## src/rtl/fvn_pkg.sv

```systemverilog
// Shared constants, types and the permutation ROM for the fractal value noise unit.
`default_nettype none
package fvn_pkg;

    localparam int MAX_OCTAVES = 8;
    localparam int WFB = 16;

    localparam int PT_W = 32;
    localparam int FREQ_W = 20;
    localparam int OCT_W = 4;
    localparam int SEED_W = 8;
    localparam int NOISE_W = 16;
    localparam int CFG_IDX_W = 2;
    localparam int CFG_DATA_W = 20;

    localparam int COORD_W = 24;
    localparam int FRAC_W = 16;
    localparam int LAT_W = 8;
    localparam int DEPTH_W = $clog2(MAX_OCTAVES + 1);
    localparam int OCT_IDX_W = (MAX_OCTAVES > 1) ? $clog2(MAX_OCTAVES) : 1;

    localparam int WT_W = WFB + 2;
    localparam int LOW_W = WFB + 12;
    localparam int V_W = 2 * WFB + 16;
    localparam int N_W = 64 - WFB;
    localparam int ACC_W = 64;
    localparam int DEN_W = MAX_OCTAVES;
    localparam int TQ_W = NOISE_W + MAX_OCTAVES;
    localparam int RK = TQ_W;
    localparam int RW = RK + 1;
    localparam int NPAIR = (MAX_OCTAVES + 1) / 2;

    localparam logic [CFG_IDX_W-1:0] CFG_FREQUENCY = 2'd0;
    localparam logic [CFG_IDX_W-1:0] CFG_OCTAVES = 2'd1;
    localparam logic [CFG_IDX_W-1:0] CFG_SEED = 2'd2;

    localparam logic [FREQ_W-1:0] FREQ_RESET = 20'd6554;
    localparam logic [OCT_W-1:0] OCT_RESET = 4'd8;
    localparam logic [SEED_W-1:0] SEED_RESET = 8'd0;

    typedef logic [LAT_W-1:0] t_byte;
    typedef logic [N_W-1:0] t_noise_term;

    localparam t_byte PERM_ROM [256] = '{
        8'd208, 8'd34, 8'd231, 8'd213, 8'd32, 8'd248, 8'd233, 8'd56, 8'd161, 8'd78, 8'd24,
        8'd140, 8'd71, 8'd48, 8'd140, 8'd254, 8'd245, 8'd255, 8'd247, 8'd247, 8'd40,
        8'd185, 8'd248, 8'd251, 8'd245, 8'd28, 8'd124, 8'd204, 8'd204, 8'd76, 8'd36, 8'd1,
        8'd107, 8'd28, 8'd234, 8'd163, 8'd202, 8'd224, 8'd245, 8'd128, 8'd167, 8'd204,
        8'd9, 8'd92, 8'd217, 8'd54, 8'd239, 8'd174, 8'd173, 8'd102, 8'd193, 8'd189, 8'd190,
        8'd121, 8'd100, 8'd108, 8'd167, 8'd44, 8'd43, 8'd77, 8'd180, 8'd204, 8'd8, 8'd81,
        8'd70, 8'd223, 8'd11, 8'd38, 8'd24, 8'd254, 8'd210, 8'd210, 8'd177, 8'd32, 8'd81,
        8'd195, 8'd243, 8'd125, 8'd8, 8'd169, 8'd112, 8'd32, 8'd97, 8'd53, 8'd195, 8'd13,
        8'd203, 8'd9, 8'd47, 8'd104, 8'd125, 8'd117, 8'd114, 8'd124, 8'd165, 8'd203,
        8'd181, 8'd235, 8'd193, 8'd206, 8'd70, 8'd180, 8'd174, 8'd0, 8'd167, 8'd181, 8'd41,
        8'd164, 8'd30, 8'd116, 8'd127, 8'd198, 8'd245, 8'd146, 8'd87, 8'd224, 8'd149,
        8'd206, 8'd57, 8'd4, 8'd192, 8'd210, 8'd65, 8'd210, 8'd129, 8'd240, 8'd178, 8'd105,
        8'd228, 8'd108, 8'd245, 8'd148, 8'd140, 8'd40, 8'd35, 8'd195, 8'd38, 8'd58, 8'd65,
        8'd207, 8'd215, 8'd253, 8'd65, 8'd85, 8'd208, 8'd76, 8'd62, 8'd3, 8'd237, 8'd55,
        8'd89, 8'd232, 8'd50, 8'd217, 8'd64, 8'd244, 8'd157, 8'd199, 8'd121, 8'd252, 8'd90,
        8'd17, 8'd212, 8'd203, 8'd149, 8'd152, 8'd140, 8'd187, 8'd234, 8'd177, 8'd73,
        8'd174, 8'd193, 8'd100, 8'd192, 8'd143, 8'd97, 8'd53, 8'd145, 8'd135, 8'd19,
        8'd103, 8'd13, 8'd90, 8'd135, 8'd151, 8'd199, 8'd91, 8'd239, 8'd247, 8'd33, 8'd39,
        8'd145, 8'd101, 8'd120, 8'd99, 8'd3, 8'd186, 8'd86, 8'd99, 8'd41, 8'd237, 8'd203,
        8'd111, 8'd79, 8'd220, 8'd135, 8'd158, 8'd42, 8'd30, 8'd154, 8'd120, 8'd67, 8'd87,
        8'd167, 8'd135, 8'd176, 8'd183, 8'd191, 8'd253, 8'd115, 8'd184, 8'd21, 8'd233,
        8'd58, 8'd129, 8'd233, 8'd142, 8'd39, 8'd128, 8'd211, 8'd118, 8'd137, 8'd139,
        8'd255, 8'd114, 8'd20, 8'd218, 8'd113, 8'd154, 8'd27, 8'd127, 8'd246, 8'd250, 8'd1,
        8'd8, 8'd198, 8'd250, 8'd209, 8'd92, 8'd222, 8'd173, 8'd21, 8'd88, 8'd102, 8'd219
    };

    function automatic logic [WFB-1:0] to_wfrac(input logic [FRAC_W-1:0] f);
        logic [WFB+FRAC_W-1:0] tmp;
        tmp = {f, {WFB{1'b0}}};
        return tmp[WFB+FRAC_W-1:FRAC_W];
    endfunction

endpackage
`default_nettype wire

```

## src/rtl/fvn_norm.sv

```systemverilog
// Weighted octave sum and normalization by the per-depth amplitude total.
`default_nettype none
module fvn_norm (
    input  wire                            i_clk,
    input  wire                            i_en,
    input  wire  [fvn_pkg::DEPTH_W-1:0]    i_depth,
    input  wire  [fvn_pkg::N_W-1:0]        i_n [fvn_pkg::MAX_OCTAVES],
    output logic [fvn_pkg::NOISE_W-1:0]    o_noise_value
);
    import fvn_pkg::*;

    logic [RW-1:0]          recip [MAX_OCTAVES];

    for (genvar d = 1; d <= MAX_OCTAVES; d++) begin : g_recip
        localparam logic [RW-1:0] RV = RW'((64'd1 << RK) / ((64'd1 << d) - 64'd1));
        assign recip[d-1] = RV;
    end

    logic [ACC_W-1:0]       r_pair [NPAIR];
    logic [DEPTH_W-1:0]     r_depth6;
    logic [ACC_W-1:0]       r_acc;
    logic [DEPTH_W-1:0]     r_depth7;
    logic                   r_sat;
    logic [TQ_W-1:0]        r_tl;
    logic [DEN_W-1:0]       r_den;
    logic [TQ_W+RW-1:0]     r_prod;
    logic [NOISE_W-1:0]     r_q;

    logic [ACC_W-1:0]       term [MAX_OCTAVES];
    logic [ACC_W-1:0]       acc;
    logic [DEPTH_W-1:0]     sh;
    logic [ACC_W-WFB+7:0]   t;
    logic [DEN_W-1:0]       den;
    logic [DEPTH_W-1:0]     dm1;
    logic [TQ_W:0]          q0;
    logic [TQ_W+DEN_W:0]    qd;
    logic [TQ_W+DEN_W:0]    rem;
    logic [TQ_W:0]          q;

    always_comb begin
        for (int i = 0; i < MAX_OCTAVES; i++) begin
            sh = i_depth - DEPTH_W'(i + 1);
            if (DEPTH_W'(i) < i_depth) begin
                term[i] = {{(ACC_W-N_W){1'b0}}, i_n[i]} << sh;
            end else begin
                term[i] = '0;
            end
        end
    end

    always_ff @(posedge i_clk) begin
        if (i_en) begin
            for (int j = 0; j < NPAIR; j++) begin
                if (2 * j + 1 < MAX_OCTAVES) begin
                    r_pair[j] <= term[2*j] + term[2*j+1];
                end else begin
                    r_pair[j] <= term[2*j];
                end
            end
            r_depth6 <= i_depth;
        end
    end

    always_comb begin
        acc = '0;
        for (int j = 0; j < NPAIR; j++) begin
            acc = acc + r_pair[j];
        end
    end

    always_ff @(posedge i_clk) begin
        if (i_en) begin
            r_acc    <= acc;
            r_depth7 <= r_depth6;
        end
    end

    always_comb begin
        t   = r_acc[ACC_W-1:WFB-8];
        den = DEN_W'(({{DEN_W{1'b0}}, 1'b1} << r_depth7) - 1'b1);
        dm1 = r_depth7 - 1'b1;
    end

    always_ff @(posedge i_clk) begin
        if (i_en) begin
            r_sat  <= t >= (ACC_W-WFB+8)'({den, {NOISE_W{1'b0}}});
            r_tl   <= t[TQ_W-1:0];
            r_den  <= den;
            r_prod <= t[TQ_W-1:0] * recip[dm1[OCT_IDX_W-1:0]];
        end
    end

    always_comb begin
        q0  = r_prod[TQ_W+RW-1:RK];
        qd  = q0 * r_den;
        rem = {{(DEN_W+1){1'b0}}, r_tl} - qd;
        q   = (rem >= {{(TQ_W+1){1'b0}}, r_den}) ? q0 + 1'b1 : q0;
    end

    always_ff @(posedge i_clk) begin
        if (i_en) begin
            r_q <= r_sat ? {NOISE_W{1'b1}} : q[NOISE_W-1:0];
        end
    end

    assign o_noise_value = r_q;

endmodule
`default_nettype wire

```

## config.mk

```make
export PLATFORM = sky130hd
export DESIGN_NAME = fvn_norm
export DESIGN_NICKNAME = d
export VERILOG_FILES = /design/src/rtl/fvn_pkg.sv /design/src/rtl/fvn_norm.sv
export SDC_FILE = /design/constraint.sdc
export NUM_CORES = 2
export LEC_CHECK = 0
export BUFFER_PORTS_ARGS = -buffer_cell sky130_fd_sc_hd__clkbuf_2
export CORE_ASPECT_RATIO = 0.8
export CORE_MARGIN = 3
export CORE_UTILIZATION = 43
export CTS_CLUSTER_DIAMETER = 50
export DETAILED_ROUTE_END_ITERATION = 12
export PLACE_DENSITY = 0.68
export SLEW_MARGIN = 40
export SYNTH_ARGS = -nofsm -noshare
export SYNTH_HDL_FRONTEND = slang
export SYNTH_SLANG_ARGS = --single-unit
export TNS_END_PERCENT = 30
```

## constraint.sdc

```tcl
create_clock -name i_clk -period 9.3 [get_ports i_clk]
set_input_delay 0.465 -clock i_clk [delete_from_list [all_inputs] [get_ports i_clk]]
set_output_delay 0.465 -clock i_clk [all_outputs]
set_load 0.02 [all_outputs]
```

== After elaboration in Yosys (flattened, before gate mapping) ==
Memory sizes are Yosys's and may differ from the RTL's.
Cells that the tools add are included.

* Shift-type cells: 9
* Divide/modulo/power cells: 0
* $mul: 2
* Eq/ne operators: 0
* Muxes and demuxes: 13
* Magnitude comparators: 11
* $add $sub $neg: 19
* Bitwise logic cells: 1
* Reductions and logical operators: 0

{| class="wikitable"
|+ Operators with widths
! kind !! count
|-
| two-way mux 64 bit || 8
|-
| left shift 48 x 4 -> 64 bit || 8
|-
| adder 64 bit || 7
|-
| >= comparator 56 x 24 -> 1 bit || 1
|-
| two-way mux 25 bit || 2
|-
| multiplier 24 x 25 -> 49 bit || 1
|-
| >= comparator 33 x 8 -> 1 bit || 1
|-
| multiplier 25 x 8 -> 33 bit || 1
|-
| subtractor 24 x 33 -> 33 bit || 1
|-
| adder 16 x 1 -> 16 bit, second input constant || 1
|-
| < comparator 3 x 4 -> 1 bit, first input constant || 4
|-
| two-way mux 16 bit || 1
|-
| subtractor 4 x 3 -> 4 bit, second input constant || 4
|-
| < comparator 1 x 4 -> 1 bit, first input constant || 2
|-
| < comparator 2 x 4 -> 1 bit, first input constant || 2
|-
| left shift 1 x 4 -> 8 bit, first input constant || 1
|-
| subtractor 4 x 2 -> 4 bit, second input constant || 2
|-
| subtractor 8 x 1 -> 8 bit, second input constant || 1
|-
| >= comparator 4 bit, second input constant || 1
|-
| inverter 3 -> 4 bit || 1
|-
| subtractor 4 x 1 -> 4 bit, second input constant || 1
|-
| subtractor 4 bit, second input constant || 1
|-
| subtractor 3 x 1 -> 3 bit, second input constant || 1
|-
| two-way mux 1 bit || 2
|}

* RAM bits: 256
* Input port bits: 390
* Output and inout port bits: 16
* Word-level logic and storage cells: 65
* Memories kept: 2
* Bits in read-only memories: 200
* Register bits: 170
* Bits in latches: 0

{| class="wikitable"
|+ Memories
! name !! depth !! bits a word !! read ports !! clocked after Yosys merged registers in !! write ports !! line !! text
|-
| r_pair || 4 || 64 || 4 || 0 || 4 || fvn_norm.sv:19 || <nowiki>logic [ACC_W-1:0] r_pair [NPAIR];</nowiki>
|-
| (name not given) || 8 || 25 || 1 || 0 || 0 || fvn_norm.sv:89 || <nowiki>r_prod <= t[TQ_W-1:0] * recip[dm1[OCT_IDX_W-1:0]];</nowiki>
|}

== Depth between registers and ports, before layout ==
* Word-level depth: 6
* Mapped depth: 34
* Gate-level depth less buffers: 32

== Worst setup path after synthesis ==
OpenSTA, ideal clock, no wires.

* Kind: register -> register
* Start: register r_depth7[2]
* End: register r_prod[48], data pin
* Period minus slack after synthesis: 7.880 ns
* Buffers on the path: 2
* Arrival time: 7.620 ns
* Stages on the path, launching flop included: 31
* Slack: 1.420 ns
* Required time: 9.040 ns
* Library setup time: 0.260 ns
* Path through: edfxtp_1 clkbuf_1 inv_1 nand2_1 a21oi_1 clkbuf_1 and2_1 fa_1 fa_1 inv_1 fa_1 fa_1 inv_1 fa_1 inv_1 fa_1 inv_1 fa_1 ha_1 a21o_1 a21o_1 a21o_1 a21oi_1 nor2_1 o311ai_1 a21oi_1 o2111ai_1 or3b_1 a21o_1 a221o_1 xnor2_1

* Word-level cells in the longest chain between the ends: 6

{| class="wikitable"
|+ RTL lines
! item !! line !! text
|-
| start: declaration || fvn_norm.sv:22 || <nowiki>logic [DEPTH_W-1:0] r_depth7;</nowiki>
|-
| start signal: assignment || fvn_norm.sv:74 || <nowiki>r_depth7 <= r_depth6;</nowiki>
|-
| subtractor 3 x 1 -> 3 bit || fvn_norm.sv:81 || <nowiki>dm1 = r_depth7 - 1'b1;</nowiki>
|-
| inverter 3 -> 4 bit (not written as such) || fvn_norm.sv:89 ||
|-
| memory (8 x 25 bit) || n/a ||
|-
| two-way mux 25 bit (not written as such) (2 in a row) || fvn_norm.sv:89 ||
|-
| multiplier 24 x 25 -> 49 bit || fvn_norm.sv:89 ||
|-
| end signal: assignment || fvn_norm.sv:89 ||
|-
| end: declaration || fvn_norm.sv:26 || <nowiki>logic [TQ_W+RW-1:0] r_prod;</nowiki>
|}

Every way passes these cells. The select of a mux whose other input is x is not followed.
A chain may end at the register's enable or synchronous reset.

== Worst setup path in the final report ==
Ends and elaborated chain as after synthesis.

==> metrics.txt <==
H-tree Lvls=2; initial antenna violation count=30; reg2reg start=r_depth7[2]; post-place setup slack=0.522 ns; io pins=approximately 410; routability cong.=about 1.1; Fin Clk Skew=around 0.083 ns; NumNets Final=between 9000 and 10000; crit path time final=8.89 ns; fin crit share=0.956; register area share after synthesis=0.166; setup_tns=0 ns; drt via density=6.24; Post-CTS Hold Buffers=0; CTS tree=done; die width=461 µm; vias in the first global route=60400; placed cell count=9880; Max stage delay cell, worst path=fa_1; TritonCTS Buffers=56; CP startpoint kind=flop; Fmax=112 MHz; crit-path max FO=19; GR peak layer=met2; Bufs on Longest Clock Path=3; CP startpoint=r_depth7[2]; Crit Path Class=flop to flop; fill count=15400; status=completed; std cell rows=132; hold path startpoint=i_depth[1]; CTS sink cnt=394; global-route wire length before repair=between 400 and 500 mm; critical path endpoint category=flop; Area Overhead vs Synth=9.34%; Post-route DRC=0; drt initial violations=7669; core area=163000 µm²; share of layout cells above drive strength 1=0.132; Post-Synthesis Cells=around 7600; ys async rst share=0; die area=around 170000 µm²; GR Overflow Total=0; Layout Cells excl Fill=10000; WP data arrival=approximately 9.2 ns; Post-synth top flop=edfxtp_1; Mapped Area=71200 µm²; Ys Warns=0; Crit path largest cell delay=0.65 ns; HPWL after DPL=244 mm; IO buf count=405; GR Util met3=0.0932; largest net degree at the start of global routing=121; total of max-cap violations=0; #FFs+latches synth=394; endpoints failing setup=0; first-pass iteration count of the detailed router=6; EDFF count, synth=394; Initial Utilization=0.437; Clock Root Buffer=clkbuf_16; Max transition margin=0.361; met1 usage=0.467; wirelength, routed=around 280 mm; Clock Latency Late Sink=0.68 ns; CTS clock-pin slew for the worst setup and hold paths=0.06 ns; Post-Syn Area per Cell=between 9 and 10 µm²; worst hold path type=input pin to flop; Tot GR Track Use=0.326; Slew @ Worst Pin=0.959 ns; Vias=62500; Final Max Slew Viols=0; post-synthesis cell type count=between 80 and 90; worst setup margin=0.408 ns; CP Data Required Time=9.65 ns; Die Y-Extent=370 µm; Routed Antenna Nets=0; setup bufs post-CTS=0; crit path buf inv count=10; met2 Use GR=0.475; RSZ-0062 raised after global routing=false; final hold vios=0; family with the most delay on the worst path=adder cells; wire per inst=28.4 µm
worst paths after layout:
| path | end | slack, ns | cells after the start |
|---|---|---|---|
| setup / recovery | r_prod[48] | 0.41 | 30 |
| hold / removal | r_depth6[1] | 0.09 | 1 |
| setup reg to reg | r_prod[48] | 0.41 | 30 |
| hold reg to reg | r_depth7[1] | 0.42 | 0 |
worst register-to-register path, delay by kind of cell (launching register included):
family / cells / cell delay [ns]
fa+ha+maj: 8 / 3.99
compound gates: 9 / 2.10
buf+inv: 10 / 1.26
simple gates: 2 / 0.57
flops: 1 / 0.55
xor+xnor: 1 / 0.12
registers in the layout, summed over array words and instances, names as in the netlist:
register	flops
r_den	8
r_depth6	4
o_noise_value	16
r_prod	25
r_tl	24
r_depth7	4
r_pair	256
r_sat	1
r_acc	56
synth_stat cells, types with 216 or more instances:
cell	n	area [µm²]
nand2_1	617	2320
xnor2_1	216	1890
a21o_1	246	1850
a21oi_1	450	2250
clkbuf_1	342	1280
fa_1	654	13100
mux4_2	269	6060
mux2i_1	321	3210
and2_1	288	1800
ha_1	672	8410
o22ai_1	314	1960
o21ai_0	254	1270
inv_1	813	3050
nor2_1	401	1510
edfxtp_1	394	11800
placed cells by master, fill, tap and decap left out, drive strengths merged, types with 16 or more instances in the layout:
cell type	instances
or2	33
buf	138
fa	654
xnor2	216
a311oi	21
or3	21
and2	288
o211ai	30
inv	827
nor2	401
a211oi	82
a22oi	19
a31oi	41
o21ai	276
xor2	123
nor2b	85
o22ai	314
nor4	26
clkinv	25
o21bai	50
and3	111
nand2	617
nand2b	75
o21a	51
edfxtp	394
nor3	95
and4	16
nand3	92
ha	672
a221oi	16
clkbuf	463
a21o	246
mux2	50
diode	22
nand4	59
mux4	269
mux2i	321
a21oi	451
through the flow:
step | instance area (µm²) | utilization | hold WS (ns)
global placement | 75600 | 0.463 | 0.407
floorplan | 71300 | - | 0.400
detailed placement | 75800 | 0.465 | 0.412
global route | 77900 | 0.477 | 0.0623
finish | 77900 | 0.477 | 0.0900
CTS | 77700 | 0.476 | 0.0503
area by class of cell:
| cell class | count | area [µm²] | share of cell area |
|---|---|---|---|
| repair buffers | 540 | 3250 | 0.0417 |
| inverters | 817 | 3070 | 0.0394 |
| multi-input cells | 5990 | 55100 | 0.707 |
| flip-flops and latches | 394 | 11800 | 0.152 |
| clock inverters | 44 | 498 | 0.00639 |
| well taps | 2144 | 2680 | 0.0344 |
| clock buffers | 61 | 1420 | 0.0182 |
| diodes | 22 | 55.1 | 0.000707 |
kinds of logic (layout without fill, tap and decap cells):
family / count (synthesis) / after routing / synth area share
and+or+nand+nor: 1951 / 1951 / 0.134
AOI/OAI and AO/OA: 1726 / 1726 / 0.154
adders and majority gates: 1326 / 1326 / 0.302
buffers and inverters: 1222 / 1462 / 0.0647
muxes: 640 / 640 / 0.138
DFF: 394 / 394 / 0.166
xor gates and xnor gates: 339 / 339 / 0.0417
other: 1 / 30 / 0.0000526
metal layers:
| layer | up-vias | share of wire |
|---|---|---|
| met5 | - | 0.0011 |
| met4 | 24 | 0.036 |
| met3 | 433 | 0.12 |
| met2 | 3507 | 0.42 |
| met1 | 31000 | 0.43 |
| li1 | 27600 | - |
what timing repair did:
| item | in CTS | in global routing |
|---|---|---|
| resized for setup | 0 | 1 |
| endpoints found under the hold margin | 0 | 0 |
| setup endpoints to repair | 0 | 1 |
Power is not shown: default switching activity piles up to over one toggle a cycle in this logic, so the estimate is an artifact.
